<file path="src/rtl/core/pulse_width_symbol_decoder_defines.svh">
// ----------------------------------------------------------------------------
// Pulse width symbol decoder: assertion macros
// Shared check forms for the decoder, clocked on clk and disabled in reset.
// ----------------------------------------------------------------------------
`ifndef PULSE_WIDTH_SYMBOL_DECODER_DEFINES_SVH
`define PULSE_WIDTH_SYMBOL_DECODER_DEFINES_SVH

// same-cycle implication
`define PWSD_ASSERT_NOW(label, cond, conseq, msg) \
  label: assert property (@(posedge clk) disable iff (rst) (cond) |-> (conseq)) \
    else $error(msg);

// next-cycle implication
`define PWSD_ASSERT_NEXT(label, cond, conseq, msg) \
  label: assert property (@(posedge clk) disable iff (rst) (cond) |=> (conseq)) \
    else $error(msg);

`endif

</file>
<file path="src/rtl/core/pwsd_pkg.sv">
// ----------------------------------------------------------------------------
// Pulse width symbol decoder package
// Constants, register indexes, symbol codes and shared types.
// ----------------------------------------------------------------------------
package pwsd_pkg;

  localparam int STAMP_W       = 20;
  localparam int STAMP_MODULUS = 1000000;
  localparam int BITS_PER_BYTE = 8;
  localparam int BIT_CNT_W     = (BITS_PER_BYTE > 1) ? $clog2(BITS_PER_BYTE) : 1;
  localparam int COUNT_W       = 8;
  localparam int BOUND_W       = STAMP_W + 1;

  localparam int CFG_ADDR_W = 3;
  localparam int CFG_DATA_W = 20;

  localparam int IN_DATA_W  = 24;
  localparam int OUT_DATA_W = 16;

  localparam logic [CFG_ADDR_W-1:0] CFG_ZERO_WIDTH       = 3'd0;
  localparam logic [CFG_ADDR_W-1:0] CFG_ONE_WIDTH        = 3'd1;
  localparam logic [CFG_ADDR_W-1:0] CFG_SYNC_WIDTH       = 3'd2;
  localparam logic [CFG_ADDR_W-1:0] CFG_WIDTH_MARGIN     = 3'd3;
  localparam logic [CFG_ADDR_W-1:0] CFG_BYTES_TO_RECEIVE = 3'd4;

  localparam logic [STAMP_W-1:0] RST_ZERO_WIDTH   = 20'd333;
  localparam logic [STAMP_W-1:0] RST_ONE_WIDTH    = 20'd666;
  localparam logic [STAMP_W-1:0] RST_SYNC_WIDTH   = 20'd1500;
  localparam logic [STAMP_W-1:0] RST_WIDTH_MARGIN = 20'd200;
  localparam logic [COUNT_W-1:0] RST_BYTES        = 8'd18;

  localparam logic [BIT_CNT_W-1:0] BIT_LAST = BIT_CNT_W'(BITS_PER_BYTE - 1);

  typedef enum logic [1:0] {
    SYM_ZERO    = 2'd0,
    SYM_ONE     = 2'd1,
    SYM_SYNC    = 2'd2,
    SYM_UNKNOWN = 2'd3
  } symbol_t;

  typedef struct packed {
    logic [BOUND_W-1:0] zero;
    logic [BOUND_W-1:0] one;
    logic [BOUND_W-1:0] sync;
  } bounds_t;

endpackage

</file>
<file path="src/rtl/core/pwsd_classify.sv">
// ----------------------------------------------------------------------------
// Pulse width classifier
// Measures the high time modulo the stamp range and maps it to a symbol.
// ----------------------------------------------------------------------------
module pwsd_classify (
  input  logic [pwsd_pkg::STAMP_W-1:0] fall_stamp,
  input  logic [pwsd_pkg::STAMP_W-1:0] rise_stamp,
  input  pwsd_pkg::bounds_t            bounds,
  output pwsd_pkg::symbol_t            symbol
);

  localparam logic [pwsd_pkg::BOUND_W-1:0] MOD_EXT =
    pwsd_pkg::BOUND_W'(pwsd_pkg::STAMP_MODULUS);

  logic [pwsd_pkg::BOUND_W-1:0] now_ext;
  logic [pwsd_pkg::BOUND_W-1:0] then_ext;
  logic [pwsd_pkg::BOUND_W-1:0] width;

  assign now_ext  = {1'b0, fall_stamp};
  assign then_ext = {1'b0, rise_stamp};

  always_comb begin
    if (now_ext >= then_ext) begin
      width = now_ext - then_ext;
    end else begin
      width = now_ext + MOD_EXT - then_ext;
    end
    if (width < bounds.zero) begin
      symbol = pwsd_pkg::SYM_ZERO;
    end else if (width < bounds.one) begin
      symbol = pwsd_pkg::SYM_ONE;
    end else if (width < bounds.sync) begin
      symbol = pwsd_pkg::SYM_SYNC;
    end else begin
      symbol = pwsd_pkg::SYM_UNKNOWN;
    end
  end

endmodule

</file>
<file path="src/rtl/core/pulse_width_symbol_decoder.sv">
// ----------------------------------------------------------------------------
// Pulse width symbol decoder
// Edge detect, pulse measure, symbol classify and byte count on a sampled line.
// ----------------------------------------------------------------------------
// Usage:
//   s_* carries one line sample per word: level and a microsecond stamp
//   that wraps at one million. m_* carries one word per measured high pulse
//   (a falling edge after some rising edge): symbol, byte-complete flag,
//   byte count and finished flag. Other samples give no output word.
//   Registers are loaded via cfg_wr/cfg_addr/cfg_data; the user must do so
//   only while idle, as the block does not enforce it. The input register
//   feeds the classify and count result to the output register. Throughput
//   is one sample per cycle unless m_tready stalls the single output register.
//   When m_tready is low and a result is held, the input register holds its
//   sample, whether or not it makes a result, and s_tready drops once the
//   input register is also full.
//   Reset clears edge state, counters, the finished flag and the valid flags of
//   both pipeline registers and restores the register defaults. Once finished,
//   samples are accepted and dropped until the next reset.
// ----------------------------------------------------------------------------
`include "pulse_width_symbol_decoder_defines.svh"

module pulse_width_symbol_decoder (
  input  logic                                clk,
  input  logic                                rst,
  input  logic                                s_tvalid,
  output logic                                s_tready,
  // [0] line_level, [20:1] time_us, [23:21] zero
  input  logic [pwsd_pkg::IN_DATA_W-1:0]      s_tdata,
  output logic                                m_tvalid,
  input  logic                                m_tready,
  // [1:0] symbol, [2] byte_complete, [10:3] bytes_done, [11] finished,
  // [15:12] zero
  output logic [pwsd_pkg::OUT_DATA_W-1:0]     m_tdata,
  input  logic                                cfg_wr,
  input  logic [pwsd_pkg::CFG_ADDR_W-1:0]     cfg_addr,
  input  logic [pwsd_pkg::CFG_DATA_W-1:0]     cfg_data
);

  localparam logic [pwsd_pkg::STAMP_W-1:0] MOD_STAMP =
    pwsd_pkg::STAMP_W'(pwsd_pkg::STAMP_MODULUS);

  logic [pwsd_pkg::STAMP_W-1:0]   zero_width;
  logic [pwsd_pkg::STAMP_W-1:0]   one_width;
  logic [pwsd_pkg::STAMP_W-1:0]   sync_width;
  logic [pwsd_pkg::STAMP_W-1:0]   width_margin;
  logic [pwsd_pkg::COUNT_W-1:0]   bytes_to_receive;
  pwsd_pkg::bounds_t              bounds;

  logic                           in_valid;
  logic                           in_level;
  logic [pwsd_pkg::STAMP_W-1:0]   in_stamp;
  logic [pwsd_pkg::STAMP_W-1:0]   raw_stamp;
  logic [pwsd_pkg::STAMP_W-1:0]   wrap_stamp;

  logic                           prev_level;
  logic                           prev_valid;
  logic [pwsd_pkg::STAMP_W-1:0]   rise_stamp;
  logic                           rise_seen;
  logic [pwsd_pkg::BIT_CNT_W-1:0] bit_counter;
  logic [pwsd_pkg::COUNT_W-1:0]   byte_counter;
  logic                           done_flag;

  logic                           advance;
  logic                           take;
  logic                           rising;
  logic                           falling;
  logic                           emit;
  logic                           is_bit;
  logic                           complete;
  logic [pwsd_pkg::BIT_CNT_W-1:0] bit_counter_next;
  logic [pwsd_pkg::COUNT_W-1:0]   byte_counter_next;
  logic                           finish_next;
  pwsd_pkg::symbol_t              symbol;

  assign raw_stamp  = s_tdata[pwsd_pkg::STAMP_W:1];
  assign wrap_stamp = (raw_stamp >= MOD_STAMP) ? raw_stamp - MOD_STAMP : raw_stamp;

  assign advance  = !m_tvalid || m_tready;
  assign s_tready = !in_valid || advance;
  assign take     = in_valid && advance;

  pwsd_classify u_classify (
    .fall_stamp (in_stamp),
    .rise_stamp (rise_stamp),
    .bounds     (bounds),
    .symbol     (symbol)
  );

  always_comb begin
    rising   = prev_valid && !prev_level && in_level;
    falling  = prev_valid && prev_level && !in_level;
    emit     = take && !done_flag && falling && rise_seen;
    is_bit   = (symbol == pwsd_pkg::SYM_ZERO) || (symbol == pwsd_pkg::SYM_ONE);
    complete = is_bit && (bit_counter == pwsd_pkg::BIT_LAST);
    if (!is_bit) begin
      bit_counter_next = bit_counter;
    end else if (complete) begin
      bit_counter_next = '0;
    end else begin
      bit_counter_next = bit_counter + pwsd_pkg::BIT_CNT_W'(1);
    end
    byte_counter_next = byte_counter + pwsd_pkg::COUNT_W'(complete);
    finish_next       = (byte_counter_next == bytes_to_receive);
  end

  always_ff @(posedge clk) begin
    if (rst) begin
      zero_width       <= pwsd_pkg::RST_ZERO_WIDTH;
      one_width        <= pwsd_pkg::RST_ONE_WIDTH;
      sync_width       <= pwsd_pkg::RST_SYNC_WIDTH;
      width_margin     <= pwsd_pkg::RST_WIDTH_MARGIN;
      bytes_to_receive <= pwsd_pkg::RST_BYTES;
      bounds.zero <= {1'b0, pwsd_pkg::RST_ZERO_WIDTH} + {1'b0, pwsd_pkg::RST_WIDTH_MARGIN};
      bounds.one  <= {1'b0, pwsd_pkg::RST_ONE_WIDTH} + {1'b0, pwsd_pkg::RST_WIDTH_MARGIN};
      bounds.sync <= {1'b0, pwsd_pkg::RST_SYNC_WIDTH} + {1'b0, pwsd_pkg::RST_WIDTH_MARGIN};
    end else begin
      bounds.zero <= {1'b0, zero_width} + {1'b0, width_margin};
      bounds.one  <= {1'b0, one_width} + {1'b0, width_margin};
      bounds.sync <= {1'b0, sync_width} + {1'b0, width_margin};
      if (cfg_wr) begin
        case (cfg_addr)
          pwsd_pkg::CFG_ZERO_WIDTH:       zero_width       <= cfg_data;
          pwsd_pkg::CFG_ONE_WIDTH:        one_width        <= cfg_data;
          pwsd_pkg::CFG_SYNC_WIDTH:       sync_width       <= cfg_data;
          pwsd_pkg::CFG_WIDTH_MARGIN:     width_margin     <= cfg_data;
          pwsd_pkg::CFG_BYTES_TO_RECEIVE: bytes_to_receive <= cfg_data[pwsd_pkg::COUNT_W-1:0];
          default: ;
        endcase
      end
    end
  end

  always_ff @(posedge clk) begin
    if (rst) begin
      in_valid     <= 1'b0;
      prev_level   <= 1'b0;
      prev_valid   <= 1'b0;
      rise_stamp   <= '0;
      rise_seen    <= 1'b0;
      bit_counter  <= '0;
      byte_counter <= '0;
      done_flag    <= 1'b0;
      m_tvalid     <= 1'b0;
    end else begin
      if (s_tready) begin
        in_valid <= s_tvalid;
      end
      if (take && !done_flag) begin
        prev_level <= in_level;
        prev_valid <= 1'b1;
        if (rising) begin
          rise_stamp <= in_stamp;
          rise_seen  <= 1'b1;
        end
      end
      if (emit) begin
        bit_counter  <= bit_counter_next;
        byte_counter <= byte_counter_next;
        done_flag    <= finish_next;
      end
      if (advance) begin
        m_tvalid <= emit;
      end
    end
  end

  always_ff @(posedge clk) begin
    if (s_tready && s_tvalid) begin
      in_level <= s_tdata[0];
      in_stamp <= wrap_stamp;
    end
    if (emit) begin
      m_tdata <= {4'b0, finish_next, byte_counter_next, complete, symbol};
    end
  end

  `PWSD_ASSERT_NOW(a_finished_sets_done, m_tvalid && m_tdata[11], done_flag,
    "finished result without done flag")
  `PWSD_ASSERT_NEXT(a_no_result_after_done, done_flag && m_tvalid && m_tready, !m_tvalid,
    "result produced after reception finished")
  `PWSD_ASSERT_NOW(a_complete_is_bit, m_tvalid && m_tdata[2],
    m_tdata[1:0] == pwsd_pkg::SYM_ZERO || m_tdata[1:0] == pwsd_pkg::SYM_ONE,
    "byte completed by a non-data symbol")

endmodule
</file>
<file path="config.mk">
export PLATFORM = sky130hd
export DESIGN_NAME = pulse_width_symbol_decoder
export DESIGN_NICKNAME = d
export VERILOG_FILES = /design/src/rtl/core/pwsd_pkg.sv /design/src/rtl/core/pwsd_classify.sv /design/src/rtl/core/pulse_width_symbol_decoder.sv
export VERILOG_INCLUDE_DIRS = /design/src /design/src/rtl/core
export SDC_FILE = /design/constraint.sdc
export NUM_CORES = 1
export LEC_CHECK = 0
export ABC_CLOCK_PERIOD_IN_PS = 8400
export BUFFER_PORTS_ARGS = -buffer_cell sky130_fd_sc_hd__buf_2
export CAP_MARGIN = 20
export CORE_UTILIZATION = 30
export DETAILED_ROUTE_END_ITERATION = 6
export PLACE_DENSITY = 0.46
export SLEW_MARGIN = 25
export SYNTH_ARGS = -nofsm -noshare
export SYNTH_HDL_FRONTEND = slang
export SYNTH_SLANG_ARGS = --single-unit
</file>
<file path="constraint.sdc">
create_clock -name clk -period 8.4 [get_ports clk]
set_clock_uncertainty 0.05 [all_clocks]
set_input_delay 0.42 -clock clk [delete_from_list [all_inputs] [get_ports clk]]
set_output_delay 0.42 -clock clk [all_outputs]
set_load 0.03 [all_outputs]
</file>
# Word level (Yosys, flattened, before mapping)

Cells that the tools add are included.

$mul: 0
Div/mod/pow operators: 0
Bitwise logic cells: 0
Reductions and logical operators: 27
Mux-type cells: 6
$add $sub $neg: 9
$lt $le $gt $ge: 5
Equal/unequal tests: 7
Shift-type cells: 0

Operator list:

| operator               | number |
|---|---|
| $add 20x20->21         | 3 |
| $lt 21x21->1           | 3 |
| $add 20x20->21 const B | 1 |
| $mux 21                | 1 |
| $sub 20x20->21         | 1 |
| $sub 21x20->21         | 1 |
| $ge 20x20->1           | 1 |
| $ge 20x20->1 const B   | 1 |
| $mux 20                | 1 |
| $sub 20x20->20 const B | 1 |
| $reduce_and 2->1       | 7 |
| $logic_and 1x1->1      | 10 |
| $add 8x1->8            | 1 |
| $eq 8x8->1             | 1 |
| $eq 3x2->1 const B     | 2 |
| $eq 3x3->1 const B     | 2 |
| $logic_not 1->1        | 5 |
| $mux 2                 | 2 |
| $add 3x1->3 const B    | 1 |
| $eq 3x1->1 const B     | 1 |
| $logic_not 3->1        | 1 |
| $logic_or 1x1->1       | 3 |
| $mux 3                 | 1 |
| $eq 2x1->1 const B     | 1 |
| 2 further kinds        | 2 |

RAM bits: 0
Input port bits: 52
Register bits after elaboration: 221
Latch bits: 0
ROM bits: 0
Memories: 0

# Longest topological paths before layout

Depth in word-level cells: 12
Depth in mapped cells: 32
Depth with buffers taken out: 32

# Cells and area by module

Synthesis repeated with hierarchy kept, for this count alone.

Cells, all modules: 1770
Area total of the unflattened synthesis: 14649.0 µm²

By module, submodules not included:

| module                     | cells an instance | sequential area each (µm²) | instances | area each (µm²) |
|---|---|---|---|---|
| pulse_width_symbol_decoder | 1191              | 4754.6                     | 1         | 10500.1 |
| pwsd_classify              | 579               | 0.0                        | 1         | 4149.0 |

# Worst setup path after synthesis

No wires, ideal clock.

Path kind: reg2reg
Start point: reg in_stamp[2] (netlist name)
End point: reg done_flag
Setup time: 65 ps
Setup slack: 2583 ps
Path buffers: 0
Arrival time: 5702 ps
Stages on the path, launching flop included: 30
Cells stage by stage: edfxtp_1 > ha_1 > inv_1 > fa_1 > nand2b_1 > a2111o_1 > a31oi_1 > a221oi_1 > o31ai_1 > a221oi_1 > xor2_1 > mux2i_1 > ha_1 > a21o_1 > a21oi_1 > o31ai_1 > a211oi_1 > a21o_1 > a21oi_1 > nor2b_1 > ha_1 > ha_1 > nand3_1 > nor2_1 > xor2_1 > xnor2_1 > nand2_1 > nor3_1 > a21oi_1 > nor2_1

Elaborated cells on any way between the ends: 17
Classes of those cells: add/sub: 4; order compare: 4; eq/ne: 2; mux: 4; reduce/logical: 3

RTL lines:

| item                                          | line                              | text |
|---|---|---|
| start, declared                               | pulse_width_symbol_decoder.sv:52  | `logic [pwsd_pkg::STAMP_W-1:0] in_stamp;` |
| start signal, assigned                        | pulse_width_symbol_decoder.sv:171 | `in_stamp <= wrap_stamp;` |
| $add 20x20->21                                | pwsd_classify.sv:26               | `width = now_ext + MOD_EXT - then_ext;` |
| $sub 21x20->21                                | pwsd_classify.sv:26               |  |
| $mux 21 *                                     | pwsd_classify.sv:23               | `if (now_ext >= then_ext) begin` |
| $lt 21x21->1                                  | pwsd_classify.sv:30               | `end else if (width < bounds.one) begin` |
| $mux 2                                        | pwsd_classify.sv:30               |  |
| $mux 2 *                                      | pwsd_classify.sv:28               | `if (width < bounds.zero) begin` |
| net symbol[1]                                 | pulse_width_symbol_decoder.sv:74  | `pwsd_pkg::symbol_t symbol;` |
| $eq 2x1->1 or $logic_not 2->1 (tied branches) | pulse_width_symbol_decoder.sv:94  | `is_bit = (symbol == pwsd_pkg::SYM_ZERO) \|\| (symbol == pwsd_pkg::SYM_ONE);` |
| $logic_or 1x1->1 *                            | pulse_width_symbol_decoder.sv:94  |  |
| $logic_and 1x1->1 *                           | pulse_width_symbol_decoder.sv:95  | `complete = is_bit && (bit_counter == pwsd_pkg::BIT_LAST);` |
| net complete                                  | pulse_width_symbol_decoder.sv:70  | `logic complete;` |
| $add 8x1->8 *                                 | pulse_width_symbol_decoder.sv:103 | `byte_counter_next = byte_counter + pwsd_pkg::COUNT_W'(complete);` |
| net byte_counter_next (one bit)               | pulse_width_symbol_decoder.sv:72  | `logic [pwsd_pkg::COUNT_W-1:0] byte_counter_next;` |
| $eq 8x8->1 *                                  | pulse_width_symbol_decoder.sv:104 | `finish_next = (byte_counter_next == bytes_to_receive);` |
| net finish_next                               | pulse_width_symbol_decoder.sv:73  | `logic finish_next;` |
| end signal, assigned                          | pulse_width_symbol_decoder.sv:160 | `done_flag <= finish_next;` |
| end, declared                                 | pulse_width_symbol_decoder.sv:62  | `logic done_flag;` |

The timed path passes the listed nets; every way through them passes the cells marked *.
A chain may end at the register's enable or synchronous reset.

# Worst setup path after layout

Ends and elaborated chain as after synthesis.

==> flow_summary.toml <==
[logic_synthesis]
synth-seq-cells = 221
synth-edff-count = 33
yosysTopAreaCell = "dfxtp_1"
ys_async_sr_fraction_pct = 0
yosys-mux-area-fraction_pct = 1.97
yosys.area.top_type_share_pct = 26.7
synth_area_mm2 = 0.0141
synthTopCellsByArea = "dfxtp_1 (27%), ha_1 (15%), nand2_1 (7.8%)"
synth.distinct_cells = 69
synth_fa_ha_area_share_pct = 17.6
synth_ff_type = "dfxtp_1"
syn_avg_cell_area_um2 = 8.30
synth_xor_area_share_pct = 6.15
synth-simple-area-share_pct = 18.3
ys_warn_count = 0
syn_inst = 1698
synth-seq-area-share_pct = 33.7
synth_top_family_by_area = "simple AND/OR/NAND/NOR gates"
synth_compound_area_share_pct = 16.3

[power_and_ir_drop]
leakage_nw = 6.78
powerDensity_mw_per_mm2 = 186
power_mw = 2.99
peakVddDrop_mv = 0.172

[min_path]
hold_depth = 3
holdPathEnd = "zero_width[8]"
hold_path.startpoint = "cfg_data[8]"
hp-class = "input port to flop"

[sta]
period_minus_slack_ns = 7.09
rsz0062_at_grt = "false"
setup_violations = 0
final.setup.tns_ns = 0
max_freq_mhz = 141
drv_slew = 0
worst_pin_slew_ns = 1.03
maxSlewHeadroom_pct = 31.3
period_share_pct = 84.4
hold_viol = 0

[setup_path]
arrival_ns = 7.54
cpMaxStageDelayCell = "edfxtp_1"
required_ns = 8.85
cpPeakStageDelay_ns = 0.45
r2r_start = "in_stamp[2]"
r2r_end = "done_flag"
worst_path_most_repeated_cell = "ha_1"
worst_setup_path_start_kind = "flop"
critPathKind = "flop to flop"
reg2reg_slack_ns = 1.31
rr_worst_depth = 29
endpoint_kind = "flop"
worstPathMaxFanout = 6

[job]
drv_cap = 0

[die]
dieWidth_um = 219
start_util_pct = 30.4
rows = 79
core_area_mm2 = 0.0465
io_pins = 70
die_y_um = 219
die_area_mm2 = 0.0479

[route]
vias = 11316
drcViolationCount = 2
wl_per_cell_um = 15.6
drtAntennaViolNets = 0
drt-total-wl_mm = 37.2
drt_first_iter_violations = 588
vias_per_cell = 4.75
dr.pass1.iters = 7

[placement]
dp_hpwl_mm = 28.1
place_inst = 2322
dpl_cell_area_mm2 = 0.0150
portBuffers = 62
gp_congestion = 0.849

[grt]
grt_pass1_wl_mm = 59.9
grt_pass1_vias = 11379
antenna_found_initial = 0
grt-ovfl-total = 0
grt_usage_pct = 15.7
grt_max_degree = 84

[layout]
instances_no_fill = 2381
num-nets-final = 1993
drive_above_1_share_pct = 7.38
diodes = 0
stdcell_area_mm2 = 0.0160
area_growth_syn_to_layout_pct = 13.8

[clock_network]
clkTransAtPathRegs_ns = 0.06
htree_num_levels = 1
clockBufferDepth = 3
cts_tree = "yes"
cts_resized = 0
cts_hold_buf = 8
root_buffer = "clkbuf_16"
cts.sinks = 221
cts_buffers = 27
clk_latency_ns = 0.57
post_cts_buffers = 0

[outcome]
violations = "design-rule violations"
status = "finished with violations"
==> cell type report <==
cell class	count	area (um2)
clock buffers	35	768
clock inverters	15	181
fillers	4885	30400
inverters	158	593
multi-input cells	1267	8520
flip-flops and latches	221	4750
well taps	607	759
repair buffers	78	460
==> state kept, by name, summed over array words and instances (netlist names) <==
name              flops
prev_level            1
bytes_to_receive      8
sync_width           20
done_flag             1
bit_counter           3
byte_counter          8
rise_stamp           20
one_width            20
width_margin         20
m_tdata              12
rise_seen             1
in_stamp             20
zero_width           20
m_tvalid              1
bounds               63
in_level              1
prev_valid            1
in_valid              1
==> routing by layer <==
layer	track usage, %	up-vias	share of wire, %
met1	22.7	5213	52
li1	-	5896	-
met4	4.03	0	2.4
met3	1.91	47	3.0
met5	0	-	0
met2	24.6	160	42
==> power breakdown <==
part	total (mW)	leakage, nW	switching (mW)	internal [mW]
Clock	1.24	0.470	0.494	0.744
Sequential	1.13	1.82	0.0248	1.11
Combinational	0.614	4.49	0.357	0.257
==> through the flow <==
step	hold slack [ns]	util (%)	setup slack [ns]
3_5_place_dp	0.402	32.3	1.17
3_3_place_gp	0.393	32.3	1.23
6_report	0.0674	34.5	1.31
5_1_grt	0.0577	34.5	0.518
2_1_floorplan	0.386	-	2.58
4_1_cts	0.0368	34.5	1.15
==> synthesized netlist by cell type, drive strengths merged, types with 24 or more instances <==
library cell / instances
nand2: 294
dfxtp: 188
ha: 171
a21oi: 167
inv: 157
nor2: 113
xnor2: 63
o21ai: 49
nand3: 47
clkbuf: 45
a21o: 37
xor2: 36
edfxtp: 33
nor2b: 27
mux2i: 24
==> kinds of logic after synthesis <==
kind of cell,Yosys count
adders and majority gates,188
DFF,221
other,1
buffers and inverters,213
xor gates and xnor gates,99
AOI/OAI and AO/OA,367
and+or+nand+nor,582
muxes,27
==> how the worst max path moves through the flow <==
stage	from	to	slack [ns]
after floorplan	in_stamp[2]	done_flag	2.58
after global placement	in_stamp[1]	done_flag	1.23
after detailed placement	in_stamp[1]	done_flag	1.17
after CTS	in_stamp[5]	done_flag	1.15
after global routing	in_stamp[2]	done_flag	0.52
final	in_stamp[2]	done_flag	1.31
==> cell usage in the layout (no fill, tap or decap), drive strengths merged, types with 17 or more instances in the layout <==
master	n
clkbuf	35
a21o	37
nand2	294
inv	161
edfxtp	33
o21ai	49
fa	17
nor2b	27
buf	70
ha	171
nand3	47
nor3	19
nor2	113
xnor2	63
a21oi	167
mux2i	24
dfxtp	188
xor2	36
and3	18
==> worst max-delay path: cells and delay by family, from the launching register on <==
kind                       cells  cell delay, ns
muxes                          1            0.30
buffers and inverters          1            0.09
DFF                            1            0.45
and+or+nand+nor                7            1.26
AOI/OAI and AO/OA             12            2.69
adders and majority gates      5            1.64
xor gates and xnor gates       3            0.54
Power figures use the tool's default switching activity.
